[src/rtl/jcs_pkg.sv]
`timescale 1ns / 1ps
`default_nettype none

package jcs_pkg;

    // Characters the lexer reacts to
    localparam logic [7:0] ChQuote  = 8'h22;
    localparam logic [7:0] ChSlash  = 8'h2F;
    localparam logic [7:0] ChStar   = 8'h2A;
    localparam logic [7:0] ChBslash = 8'h5C;
    localparam logic [7:0] ChNl     = 8'h0A;

    // Command queue between front and back
    localparam int FifoDepth = 4;
    localparam int FifoPtrW  = $clog2(FifoDepth);
    localparam int FifoCntW  = $clog2(FifoDepth + 1);

    typedef enum logic [1:0] {
        MODE_NORMAL = 2'd0,
        MODE_STRING = 2'd1,
        MODE_LINE   = 2'd2,
        MODE_BLOCK  = 2'd3
    } lex_mode_t;

    // One accepted byte turns into up to three output beats, always in this
    // order: a held slash, the byte itself, the terminator.
    typedef struct packed {
        logic       lead_slash;
        logic       byte_valid;
        logic [7:0] byte_val;
        logic       term;
    } jcs_cmd_t;

    typedef struct packed {
        logic full;
        logic empty;
    } fifo_status_t;

endpackage

`default_nettype wire

[src/rtl/jcs_front.sv]
`timescale 1ns / 1ps
`default_nettype none

module jcs_front
    import jcs_pkg::*;
(
    input  wire logic         clk,
    input  wire logic         rst_n,
    input  wire logic         s_tvalid,
    output logic              s_tready,
    input  wire logic [7:0]   s_tdata,
    input  wire logic         s_tlast,
    output jcs_cmd_t          cmd,
    output logic              push,
    input  fifo_status_t      fifo_st
);

    lex_mode_t mode_reg, mode_next;
    logic      esc_reg, esc_next;
    logic      slash_reg, slash_next;
    logic      star_reg, star_next;
    logic      accept;
    logic      lead;
    logic      byte_v;
    logic      term;

    assign s_tready = !fifo_st.full;
    assign accept   = s_tvalid && s_tready;

    always_ff @(posedge clk or negedge rst_n)
    begin
        if (!rst_n)
        begin
            mode_reg  <= MODE_NORMAL;
            esc_reg   <= 1'b0;
            slash_reg <= 1'b0;
            star_reg  <= 1'b0;
        end
        else if (accept)
        begin
            mode_reg  <= mode_next;
            esc_reg   <= esc_next;
            slash_reg <= slash_next;
            star_reg  <= star_next;
        end
    end

    always_comb
    begin
        mode_next  = mode_reg;
        esc_next   = esc_reg;
        slash_next = slash_reg;
        star_next  = star_reg;
        lead       = 1'b0;
        byte_v     = 1'b0;
        term       = 1'b0;
        unique case (mode_reg)
            MODE_NORMAL:
            begin
                if (slash_reg && s_tdata == ChSlash)
                begin
                    slash_next = 1'b0;
                    mode_next  = MODE_LINE;
                end
                else if (slash_reg && s_tdata == ChStar)
                begin
                    slash_next = 1'b0;
                    mode_next  = MODE_BLOCK;
                    star_next  = 1'b0;
                end
                else
                begin
                    lead       = slash_reg;
                    slash_next = 1'b0;
                    if (s_tdata == ChQuote)
                    begin
                        mode_next = MODE_STRING;
                        byte_v    = 1'b1;
                    end
                    else if (s_tdata == ChSlash)
                    begin
                        slash_next = 1'b1;
                    end
                    else
                    begin
                        byte_v = 1'b1;
                    end
                end
            end
            MODE_STRING:
            begin
                byte_v = 1'b1;
                if (esc_reg)
                begin
                    esc_next = 1'b0;
                end
                else if (s_tdata == ChBslash)
                begin
                    esc_next = 1'b1;
                end
                else if (s_tdata == ChQuote)
                begin
                    mode_next = MODE_NORMAL;
                end
            end
            MODE_LINE:
            begin
                if (s_tdata == ChNl)
                begin
                    mode_next = MODE_NORMAL;
                    byte_v    = 1'b1;
                end
            end
            MODE_BLOCK:
            begin
                if (star_reg && s_tdata == ChSlash)
                begin
                    mode_next = MODE_NORMAL;
                    star_next = 1'b0;
                end
                else
                begin
                    star_next = (s_tdata == ChStar);
                end
            end
        endcase

        // End of text: a freshly held slash goes out as the byte itself
        // (the byte is that slash), then the terminator; drop all state.
        if (s_tlast)
        begin
            byte_v     = byte_v | slash_next;
            term       = 1'b1;
            mode_next  = MODE_NORMAL;
            esc_next   = 1'b0;
            slash_next = 1'b0;
            star_next  = 1'b0;
        end
    end

    assign cmd.lead_slash = lead;
    assign cmd.byte_valid = byte_v;
    assign cmd.byte_val   = s_tdata;
    assign cmd.term       = term;
    assign push           = accept && (lead || byte_v || term);

    a_slash_only_normal: assert property (@(posedge clk) disable iff (!rst_n)
        slash_reg |-> (mode_reg == MODE_NORMAL))
        else $error("slash held outside normal text");

endmodule

`default_nettype wire

[src/rtl/jcs_fifo.sv]
`timescale 1ns / 1ps
`default_nettype none

module jcs_fifo
    import jcs_pkg::*;
(
    input  wire logic    clk,
    input  wire logic    rst_n,
    input  wire logic    push,
    input  jcs_cmd_t     wr_cmd,
    input  wire logic    pop,
    output jcs_cmd_t     rd_cmd,
    output fifo_status_t st
);

    jcs_cmd_t                    mem_reg [FifoDepth];
    logic     [FifoPtrW-1:0]     wr_ptr_reg;
    logic     [FifoPtrW-1:0]     rd_ptr_reg;
    logic     [FifoCntW-1:0]     cnt_reg;

    always_ff @(posedge clk)
    begin
        if (push)
        begin
            mem_reg[wr_ptr_reg] <= wr_cmd;
        end
    end

    always_ff @(posedge clk or negedge rst_n)
    begin
        if (!rst_n)
        begin
            wr_ptr_reg <= '0;
            rd_ptr_reg <= '0;
            cnt_reg    <= '0;
        end
        else
        begin
            if (push)
            begin
                wr_ptr_reg <= wr_ptr_reg + 1'b1;
            end
            if (pop)
            begin
                rd_ptr_reg <= rd_ptr_reg + 1'b1;
            end
            if (push && !pop)
            begin
                cnt_reg <= cnt_reg + 1'b1;
            end
            else if (pop && !push)
            begin
                cnt_reg <= cnt_reg - 1'b1;
            end
        end
    end

    assign rd_cmd   = mem_reg[rd_ptr_reg];
    assign st.full  = (cnt_reg == FifoCntW'(FifoDepth));
    assign st.empty = (cnt_reg == '0);

    a_no_overflow: assert property (@(posedge clk) disable iff (!rst_n)
        st.full |-> !push)
        else $error("push into full command queue");

    a_no_underflow: assert property (@(posedge clk) disable iff (!rst_n)
        st.empty |-> !pop)
        else $error("pop from empty command queue");

endmodule

`default_nettype wire

[src/rtl/jcs_back.sv]
`timescale 1ns / 1ps
`default_nettype none

module jcs_back
    import jcs_pkg::*;
(
    input  wire logic        clk,
    input  wire logic        rst_n,
    input  jcs_cmd_t         head_cmd,
    input  fifo_status_t     fifo_st,
    output logic             pop,
    output logic             m_tvalid,
    input  wire logic        m_tready,
    output logic [7:0]       m_tdata,
    output logic             m_tuser,
    output logic             m_tlast
);

    jcs_cmd_t   cur_reg, cur_next;
    logic       cur_valid_reg, cur_valid_next;
    logic       out_valid_reg, out_valid_next;
    logic [7:0] out_byte_reg, out_byte_next;
    logic       out_term_reg, out_term_next;
    logic       out_last_reg, out_last_next;
    jcs_cmd_t   src;
    jcs_cmd_t   rest;
    logic       src_valid;
    logic       slot_free;

    assign slot_free = !out_valid_reg || m_tready;
    assign src       = cur_valid_reg ? cur_reg : head_cmd;
    assign src_valid = cur_valid_reg || !fifo_st.empty;

    always_comb
    begin
        rest           = src;
        out_byte_next  = out_byte_reg;
        out_term_next  = out_term_reg;
        out_last_next  = out_last_reg;
        out_valid_next = out_valid_reg && !m_tready;
        cur_next       = cur_reg;
        cur_valid_next = cur_valid_reg;
        pop            = 1'b0;

        // Peel off the first pending beat of the command
        if (src.lead_slash)
        begin
            out_byte_next   = ChSlash;
            out_term_next   = 1'b0;
            rest.lead_slash = 1'b0;
        end
        else if (src.byte_valid)
        begin
            out_byte_next   = src.byte_val;
            out_term_next   = 1'b0;
            rest.byte_valid = 1'b0;
        end
        else
        begin
            out_byte_next = 8'h00;
            out_term_next = 1'b1;
            rest.term     = 1'b0;
        end
        out_last_next = !(rest.lead_slash || rest.byte_valid || rest.term);

        if (slot_free && src_valid)
        begin
            out_valid_next = 1'b1;
            pop            = !cur_valid_reg;
            cur_next       = rest;
            cur_valid_next = !out_last_next;
        end
        else
        begin
            out_byte_next = out_byte_reg;
            out_term_next = out_term_reg;
            out_last_next = out_last_reg;
        end
    end

    always_ff @(posedge clk or negedge rst_n)
    begin
        if (!rst_n)
        begin
            cur_valid_reg <= 1'b0;
            out_valid_reg <= 1'b0;
        end
        else
        begin
            cur_valid_reg <= cur_valid_next;
            out_valid_reg <= out_valid_next;
        end
    end

    always_ff @(posedge clk)
    begin
        cur_reg      <= cur_next;
        out_byte_reg <= out_byte_next;
        out_term_reg <= out_term_next;
        out_last_reg <= out_last_next;
    end

    assign m_tvalid = out_valid_reg;
    assign m_tdata  = out_byte_reg;
    assign m_tuser  = out_term_reg;
    assign m_tlast  = out_last_reg;

    a_term_is_last: assert property (@(posedge clk) disable iff (!rst_n)
        (m_tvalid && m_tuser) |-> (m_tlast && m_tdata == 8'h00))
        else $error("terminator beat not last or not zero");

    a_no_pop_while_busy: assert property (@(posedge clk) disable iff (!rst_n)
        cur_valid_reg |-> !pop)
        else $error("queue popped while a command is still in progress");

endmodule

`default_nettype wire

[src/rtl/json_comment_stripper_top.sv]
// Path: an accepted byte is written into the command queue at the edge that accepts it,
// and its first beat is then loaded from the queue into the output register, which
// offers it. Beats still queued ahead of it and a stalled output add their wait.
// Throughput: one byte per cycle in while the queue is not full, and one beat per cycle
// out while m_tready is high; a byte that yields two or three beats sends them one after
// another, and the 4-entry queue absorbs the burst. Comment bytes yield no beat.
// Reset (rst_n low, asynchronous): lexer back to normal text, queue empty, no beat.
`timescale 1ns / 1ps
`default_nettype none

module json_comment_stripper_top
    import jcs_pkg::*;
(
    input  wire logic       clk,
    input  wire logic       rst_n,
    // Input stream: one text byte per beat
    input  wire logic       s_tvalid,
    output logic            s_tready,
    input  wire logic [7:0] s_tdata,    // [7:0] in_byte
    input  wire logic       s_tlast,    // text_end
    // Output stream: kept bytes, then the terminator beat
    output logic            m_tvalid,
    input  wire logic       m_tready,
    output logic [7:0]      m_tdata,    // [7:0] out_byte
    output logic            m_tuser,    // is_terminator
    output logic            m_tlast     // last beat caused by one input byte
);

    jcs_cmd_t     fr_cmd;
    jcs_cmd_t     head_cmd;
    logic         push;
    logic         pop;
    fifo_status_t fifo_st;

    // Front: lexer state machine, turns each byte into at most one command
    jcs_front u_front (
        .clk      (clk),
        .rst_n    (rst_n),
        .s_tvalid (s_tvalid),
        .s_tready (s_tready),
        .s_tdata  (s_tdata),
        .s_tlast  (s_tlast),
        .cmd      (fr_cmd),
        .push     (push),
        .fifo_st  (fifo_st)
    );

    // Decouple lexer from output so either side can stall on its own
    jcs_fifo u_fifo (
        .clk    (clk),
        .rst_n  (rst_n),
        .push   (push),
        .wr_cmd (fr_cmd),
        .pop    (pop),
        .rd_cmd (head_cmd),
        .st     (fifo_st)
    );

    // Back: expand each command into its beats, one per cycle while m_tready is high
    jcs_back u_back (
        .clk      (clk),
        .rst_n    (rst_n),
        .head_cmd (head_cmd),
        .fifo_st  (fifo_st),
        .pop      (pop),
        .m_tvalid (m_tvalid),
        .m_tready (m_tready),
        .m_tdata  (m_tdata),
        .m_tuser  (m_tuser),
        .m_tlast  (m_tlast)
    );

endmodule

`default_nettype wire

[config.mk]
export PLATFORM = sky130hd
export DESIGN_NAME = json_comment_stripper_top
export DESIGN_NICKNAME = d
export VERILOG_FILES = /design/src/rtl/jcs_pkg.sv /design/src/rtl/jcs_front.sv /design/src/rtl/jcs_fifo.sv /design/src/rtl/jcs_back.sv /design/src/rtl/json_comment_stripper_top.sv
export SDC_FILE = /design/constraint.sdc
export NUM_CORES = 1
export LEC_CHECK = 0
export BUFFER_PORTS_ARGS = -buffer_cell sky130_fd_sc_hd__buf_2
export CAP_MARGIN = 20
export CORE_MARGIN = 2
export CORE_UTILIZATION = 40
export DETAILED_ROUTE_END_ITERATION = 10
export HOLD_SLACK_MARGIN = 0.03
export PLACE_DENSITY = 0.69
export SETUP_SLACK_MARGIN = 0.15
export SLEW_MARGIN = 20
export SYNTH_ARGS = -nofsm -noshare
export SYNTH_HDL_FRONTEND = slang
export SYNTH_HIERARCHICAL = 1
export SYNTH_SLANG_ARGS = --single-unit
[constraint.sdc]
create_clock -name clk -period 2.2 [get_ports clk]
set_input_delay 0.66 -clock clk [delete_from_list [all_inputs] [get_ports clk]]
set_output_delay 0.66 -clock clk [all_outputs]
set_load 0.01 [all_outputs]
==> impl_results.md, run 1 <==
- Status: finished with violations
- Failing checks: setup timing
- Via Count: 2228
- Max-cap violation count: 0
- Multi-input logic area: 1250 sq um
- Rel. slew slack: 0.745
- Fmax: 0.413 GHz
- Antenna violations before repair: 0
- Post-DP HPWL: 4400 um
- Vias in the first global route: 2267
- Placeable Area: 8720 sq um
- WS Path Type: primary input to flip-flop
- Yosys top cell by area: edfxtp_1
- Worst path buffer plus inverter count: 2
- First-pass GRT wire length: 11400 um
- CTS H-Tree Depth: 3
- Hold Buf Count CTS: 0
- Die Wd: 98.9 um
- CTS tree: built
- Fill count: 723
- # rows: 34
- Yosys top cell area share: 0.533
- Cell Pwr Density: 1180 nW/um^2
- Yosys reg bits: 78
- Post-synth top flop: edfxtp_1
- Largest net degree at the start of global routing: 24
- Post-Syn Area: 3610 sq um
- Cell family with most CP delay: compound AO/OA/AOI/OAI gates
- Pins Over Slew Limit: 0
- Port Buffers: 24
- Final worst path period share: 1.10
- Vias/cell: 5.28
- # DRC: 0
- Initial drt markers: 101
- Clock-pin slew of the registers on the worst-case setup and hold paths: 0.08 ns
- Cell Chain, Critical Path: buf_8 > nor4_4 > o2111a_1 > o22ai_2 > o311a_1 > ha_4 > inv_2 > fa_2 > mux2_4
- Register area share after synthesis: 0.630
- Grt total ovfl: 0
- Total power draw: 5.30 mW
- Final core occ: 0.513
- Layout area overhead: 24.1%
- Clk Latency, worst-skew pair: 0.35 ns
- CTS root buffer: clkbuf_8
- Mapped Avg Cell Area: 15.0 sq um
- # nets final: 328
- YS warnings: 6
- Cells after Synth: 241
- Final Hold Vio Count: 0
- Post-synth ARST share: 0.179
- Placer Congestion: 0.814
- Worst Max-Slew Pin Slew: 0.379 ns
- WL/cell: 16.6 um
- Slowest stage delay, CP: 0.41 ns
- Post-synth cell types: 53
- Initial core utilization: 0.413
- RSZ-0062 raised after global routing: yes
- I/O pin count: 25
- CTS max path bufs: 2
- Startpoint Class: primary input
- Final setup fails: 2
- Synth top area cells: edfxtp_1, dfrtp_1, mux4_2, buf_4, mux4_1
- Final Skew: 0.0129 ns
- Dominant cell by count in the synthesized netlist: edfxtp_1
- Pre-antenna DRT Iters: 4
- Routed wire length: 6990 um
- Max IR drop VDD: 0.629 mV
- Final worst slack: -0.221 ns
- Crit path time final: 2.42 ns
- Mapped Nets: 260
- Pre-CTS setup slack: -0.633 ns
- Inserted Diodes: 0
- Max reg flops: 44
- Die height: 98.9 um
- Layout cells sized above 1: 0.411
- Number of flops mapped to enable cells by yosys: 64
- GRT Overall Usage: 0.151
- Critical path peak fanout: 2
- HP Class: primary input to async pin
- Crit end category: flip-flop
- Setup tns final: -0.348 ns
- Pleak: 1.72 nW
- Critical path's slowest cell: fa_2
- DRT antenna net count: 0
- Register area: 2270 sq um
- TritonCTS buffer count: 9
- CTS sink cnt: 78
- Required @ worst endpoint: 2.43 ns
- Critical Path AT: 2.65 ns
- Commonest cells in the synthesized netlist: edfxtp_1, dfrtp_1, o21ai_0
- Die area: 9790 sq um
timing repair:
item	4_1_cts	5_1_grt
gates cloned	5	0
pin swaps	13	8
endpoints found under the setup margin	48	54
setup buffers	12	1
resized for setup	27	17
placed cells by master (no fill, tap or decap), drive strengths merged, types with 2 or more instances in the layout:
cell type  Yosys  layout
mux2           8       8
nor4           4       4
ha             5       5
nand2          6       6
a21oi          6       6
nor3b          4       4
mux2i          3       3
a31oi          3       3
buf           20      75
edfxtp        64      64
a21boi         2       2
a22oi          2       2
nand2b         3       3
o21ai         15      15
o41ai          2       2
clkinv         0       2
and2           5       9
mux4          11      11
clkbuf         2      13
nor3           3       3
nor2b          2       2
xor2           5       5
a21o           2       2
nor2          12      12
dfrtp         14      14
inv           12      13
xnor2          2       2
nand3          9       9
logic make-up after synthesis:
kind of cell	synth area share
fa+ha+maj	0.0260
compound gates	0.0690
xor+xnor	0.0170
flops	0.630
buf+inv	0.0586
mux	0.105
simple gates	0.0940
power by group:
group / leakage [nW] / switching, mW / internal (mW)
registers: 0.775 / 0.186 / 2.17
clock network: 0.0938 / 0.490 / 0.473
logic: 0.854 / 1.00 / 0.976
layout make-up:
class	instances	share of cell area
multi-input combinational	133	0.280
clock buffer	13	0.0355
timing repair buffer	75	0.133
sequential	78	0.508
inverter	12	0.0101
clock inverter	3	0.00419
tap	108	0.0302
through the flow:
stage / hold slack, ns / instance area (sq um) / instances
global placement: 0.478 / 4010 / 388
detailed placement: 0.491 / 4010 / 388
CTS: 0.210 / 4390 / 421
floorplan: 0.364 / 3630 / 241
finish: 0.215 / 4470 / 422
global route: 0.223 / 4470 / 422
layer usage:
| layer | track usage | up-vias | wire length [um] |
|---|---|---|---|
| li1 | - | 1054 | - |
| met1 | 0.189 | 1090 | 2970 |
| met2 | 0.252 | 65 | 3550 |
| met3 | 0.0411 | 19 | 302 |
| met4 | 0.0580 | 0 | 163 |
| met5 | 0 | - | 0 |
worst register-to-register path, delay by kind of cell, from the launching register on:
kind | cells | cell delay [ns]
AO/OA/AOI/OAI | 3 | 0.70
AND/OR/NAND/NOR | 1 | 0.18
adder cells (fa/ha/maj) | 2 | 0.59
flip-flops | 1 | 0.43
buffers and inverters | 1 | 0.05
multiplexers | 1 | 0.28
worst paths after layout:
path | start | end | slack (ns) | depth (start not counted)
min in group clk | u_front/star_reg | u_front/star_reg | 0.53 | 2
max in group asynchronous | rst_n | u_front/esc_reg | 1.71 | 1
setup / recovery | s_tdata[7] | u_fifo/cnt_reg[1] | -0.22 | 9
setup reg to reg | u_front/mode_reg[0] | u_fifo/cnt_reg[1] | -0.13 | 8
hold reg to reg | u_front/star_reg | u_front/star_reg | 0.53 | 2
hold / removal | rst_n | u_front/mode_reg[1] | 0.22 | 1
(Power assumes the default switching activity.)
==> run 2: changes to the inputs <==
Settings changed: PLACE_DENSITY 0.69 to 0.67.
Clock period 2.2 ns to 2.7 ns, I/O delays scaled along.
==> run 2 against run 1 <==
Net effect:
- the flow now finishes without violations
- die area unchanged
- routed wire length shrank 12%
- flip-flop and latch count unchanged
- worst setup slack improved by 0.37 ns
- sequential share of layout area is 3.2 points higher
- clock power is 14% lower
- worst hold slack better by 0.15 ns
- utilization down 3.1 points
- clock skew decreased by 0.0016 ns
- via count down 7.1%
- final cell count fell by 5.2%
==> impl_results.md, run 2 (synthesis gave the netlist of run 1 again) <==
- Final Hold Vio Count: 0 (unchanged)
- Pre-antenna DRT Iters: 4 (unchanged)
- Cell Area, Placed: 3960 sq um (-1.3%)
- CTS sink cnt: 78 (unchanged)
- HP Class: primary input to async pin
- Final setup fails: 0 (-2)
- FF-to-FF path depth: 9 (+1)
- FF-to-FF setup slack: 0.31 ns (+0.44 ns)
- Die area: 9790 sq um (unchanged)
- CTS tree: built
- Die Wd: 98.9 um (unchanged)
- Critical path peak fanout: 3 (+1)
- Inserted Diodes: 0 (unchanged)
- Startpoint Class: primary input
- Post-DP HPWL: 4320 um (-1.8%)
- Status: completed
- Clk Latency, worst-skew pair: 0.34 ns (about the same)
- RSZ-0062 raised after global routing: yes
- Critical Path AT: 2.79 ns (+0.14 ns)
- CTS H-Tree Depth: 3 (unchanged)
- Max reg flops: 44 (unchanged)
- Final instance area: 4210 sq um (-6.0%)
- Port Buffers: 24 (unchanged)
- Via Count: 2069 (-7.1%)
- Max-cap violation count: 0 (unchanged)
- Antenna violations before repair: 0 (unchanged)
- Largest net degree at the start of global routing: 24 (unchanged)
- Pre-CTS setup slack: -0.289 ns (+0.344 ns)
- Placeable Area: 8720 sq um (unchanged)
- Grt total ovfl: 0 (unchanged)
- Final worst path period share: 0.946
- Initial core utilization: 0.413 (unchanged)
- # rows: 34 (unchanged)
- Rel. slew slack: 0.710 (-0.0352)
- Cell Chain, Critical Path: buf_8 > nor4_4 > o2111a_1 > o22ai_2 > o311a_1 > ha_2 > inv_2 > fa_1 > mux2_4
- Setup tns final: 0 ns (+0.348 ns)
- # nets final: 306 (-6.7%)
- Final Skew: 0.0113 ns (-0.00158 ns)
- Worst Max-Slew Pin Slew: 0.432 ns (+0.0530 ns)
- RR Endpoint: u_fifo/cnt_reg[2]
- WS Path Type: primary input to flip-flop
- Layout cells sized above 1: 0.339 (-0.0718)
- Routed wire length: 6160 um (-12%)
- Pleak: 1.58 nW (-8.1%)
- Fill count: 746 (+3.2%)
- Vias in the first global route: 2056 (-9.3%)
- Crit end category: flip-flop
- Critical path's slowest cell: fa_1
- Cell Pwr Density: 993 nW/um^2 (-16%)
- CTS root buffer: clkbuf_8
- Slowest stage delay, CP: 0.40 ns (about the same)
- Hold slack: 0.362 ns (+0.147 ns)
- Placer Congestion: 0.819 (+0.52%)
- TritonCTS buffer count: 9 (unchanged)
- Initial drt markers: 87 (-14%)
- Most frequent cells in the layout: edfxtp_1, buf_4, buf_2, dfrtp_1, o21ai_0
- Layout area overhead: 16.6%
- Final worst slack: 0.145 ns (+0.366 ns)
- Die height: 98.9 um (unchanged)
- Fmax: 0.391 GHz
- Reg-to-reg startpoint: u_front/mode_reg[1]
- GRT Overall Usage: 0.136 (-0.0155)
- I/O pin count: 25 (unchanged)
- Required @ worst endpoint: 2.93 ns (+0.50 ns)
- DRT antenna net count: 0 (unchanged)
- GR peak layer: met2
- Clock-pin slew of the registers on the worst-case setup and hold paths: 0.08 ns (about the same)
- Crit path time final: 2.55 ns
- Fraction of met2 tracks used by global routing: 0.218 (-0.0343)
- First-pass GRT wire length: 10400 um (-8.6%)
- Grt met1 use: 0.180 (-0.00856)
- # DRC: 0 (unchanged)
- WL/cell: 15.4 um (-7.0%)
- Met3 Use GR: 0.0433 (+0.00213)
- Pins Over Slew Limit: 0 (unchanged)
- Max IR drop VDD: 0.548 mV (-13%)
- Most common cell after layout, fill and taps aside: edfxtp_1
- CTS max path bufs: 2 (unchanged)
- Vias/cell: 5.17 (-2.0%)
## run 2: changes by cell type in the layout (fill, tap and decap cells not counted), sizes merged
cell      delta
and2         -4
buf         -18
bufinv       +1
clkbuf       -4
clkinv       +2
clkinvlp     +1
## run 2: repair_timing
action                                 4_1_cts  5_1_grt
setup buffers                                0        4
endpoints found under the hold margin        0        0
pin swaps                                    2        3
setup endpoints to repair                    2       23
gates resized for setup                      1        9
hold buffers                                 0        0
## run 2: through the flow
step                total power, mW  instances  utilization
global route                   4.48        400        0.482
detailed placement             3.35        380        0.454
floorplan                      2.95        241            -
global placement               3.31        380        0.454
finish                         4.17        400        0.482
CTS                            4.19        396        0.475
## run 2: cell type report
| type | count | area, sq um | area share |
|---|---|---|---|
| Sequential cell | 78 | 2270 | 0.540 |
| Clock buffer | 9 | 124 | 0.0295 |
| Timing Repair Buffer | 57 | 409 | 0.0973 |
| Clock inverter | 7 | 63.8 | 0.0152 |
| Tap cell | 108 | 135 | 0.0321 |
| Inverter | 12 | 45.0 | 0.0107 |
| Multi-Input combinational cell | 129 | 1160 | 0.275 |
## run 2: worst max path at each step
stage | cells past startpoint | start | slack, ns | endpoint
finish | 9 | s_tdata[4] | 0.15 | u_fifo/cnt_reg[1]
global route | 11 | s_tdata[2] | 0.10 | u_fifo/cnt_reg[2]
CTS | 9 | s_tdata[7] | 0.14 | u_fifo/cnt_reg[1]
detailed placement | 9 | s_tdata[7] | -0.29 | u_fifo/cnt_reg[1]
global placement | 9 | s_tdata[7] | -0.21 | u_fifo/cnt_reg[1]
floorplan | 8 | s_tdata[7] | -0.12 | u_fifo/cnt_reg[1]
## run 2: power by group
group          switching [mW]  total (mW)  leakage (nW)  internal (mW)
sequential              0.168        1.94         0.775           1.77
clock                   0.411       0.831        0.0945          0.421
combinational           0.715        1.41         0.714          0.690
## run 2: routing by layer
metal  part of all wire  vias to the layer above
met5                  0                        -
met4             0.0083                        0
met2               0.49                       52
li1                   -                      997
met1               0.46                     1012
met3              0.049                        8
## run 2: worst max-delay path: cells and delay by family
family                     cells  cell delay [ns]
adders and majority gates      2             0.59
muxes                          1             0.28
buffers and inverters          2             0.15
and+or+nand+nor                1             0.30
AOI/OAI and AO/OA              3             0.66
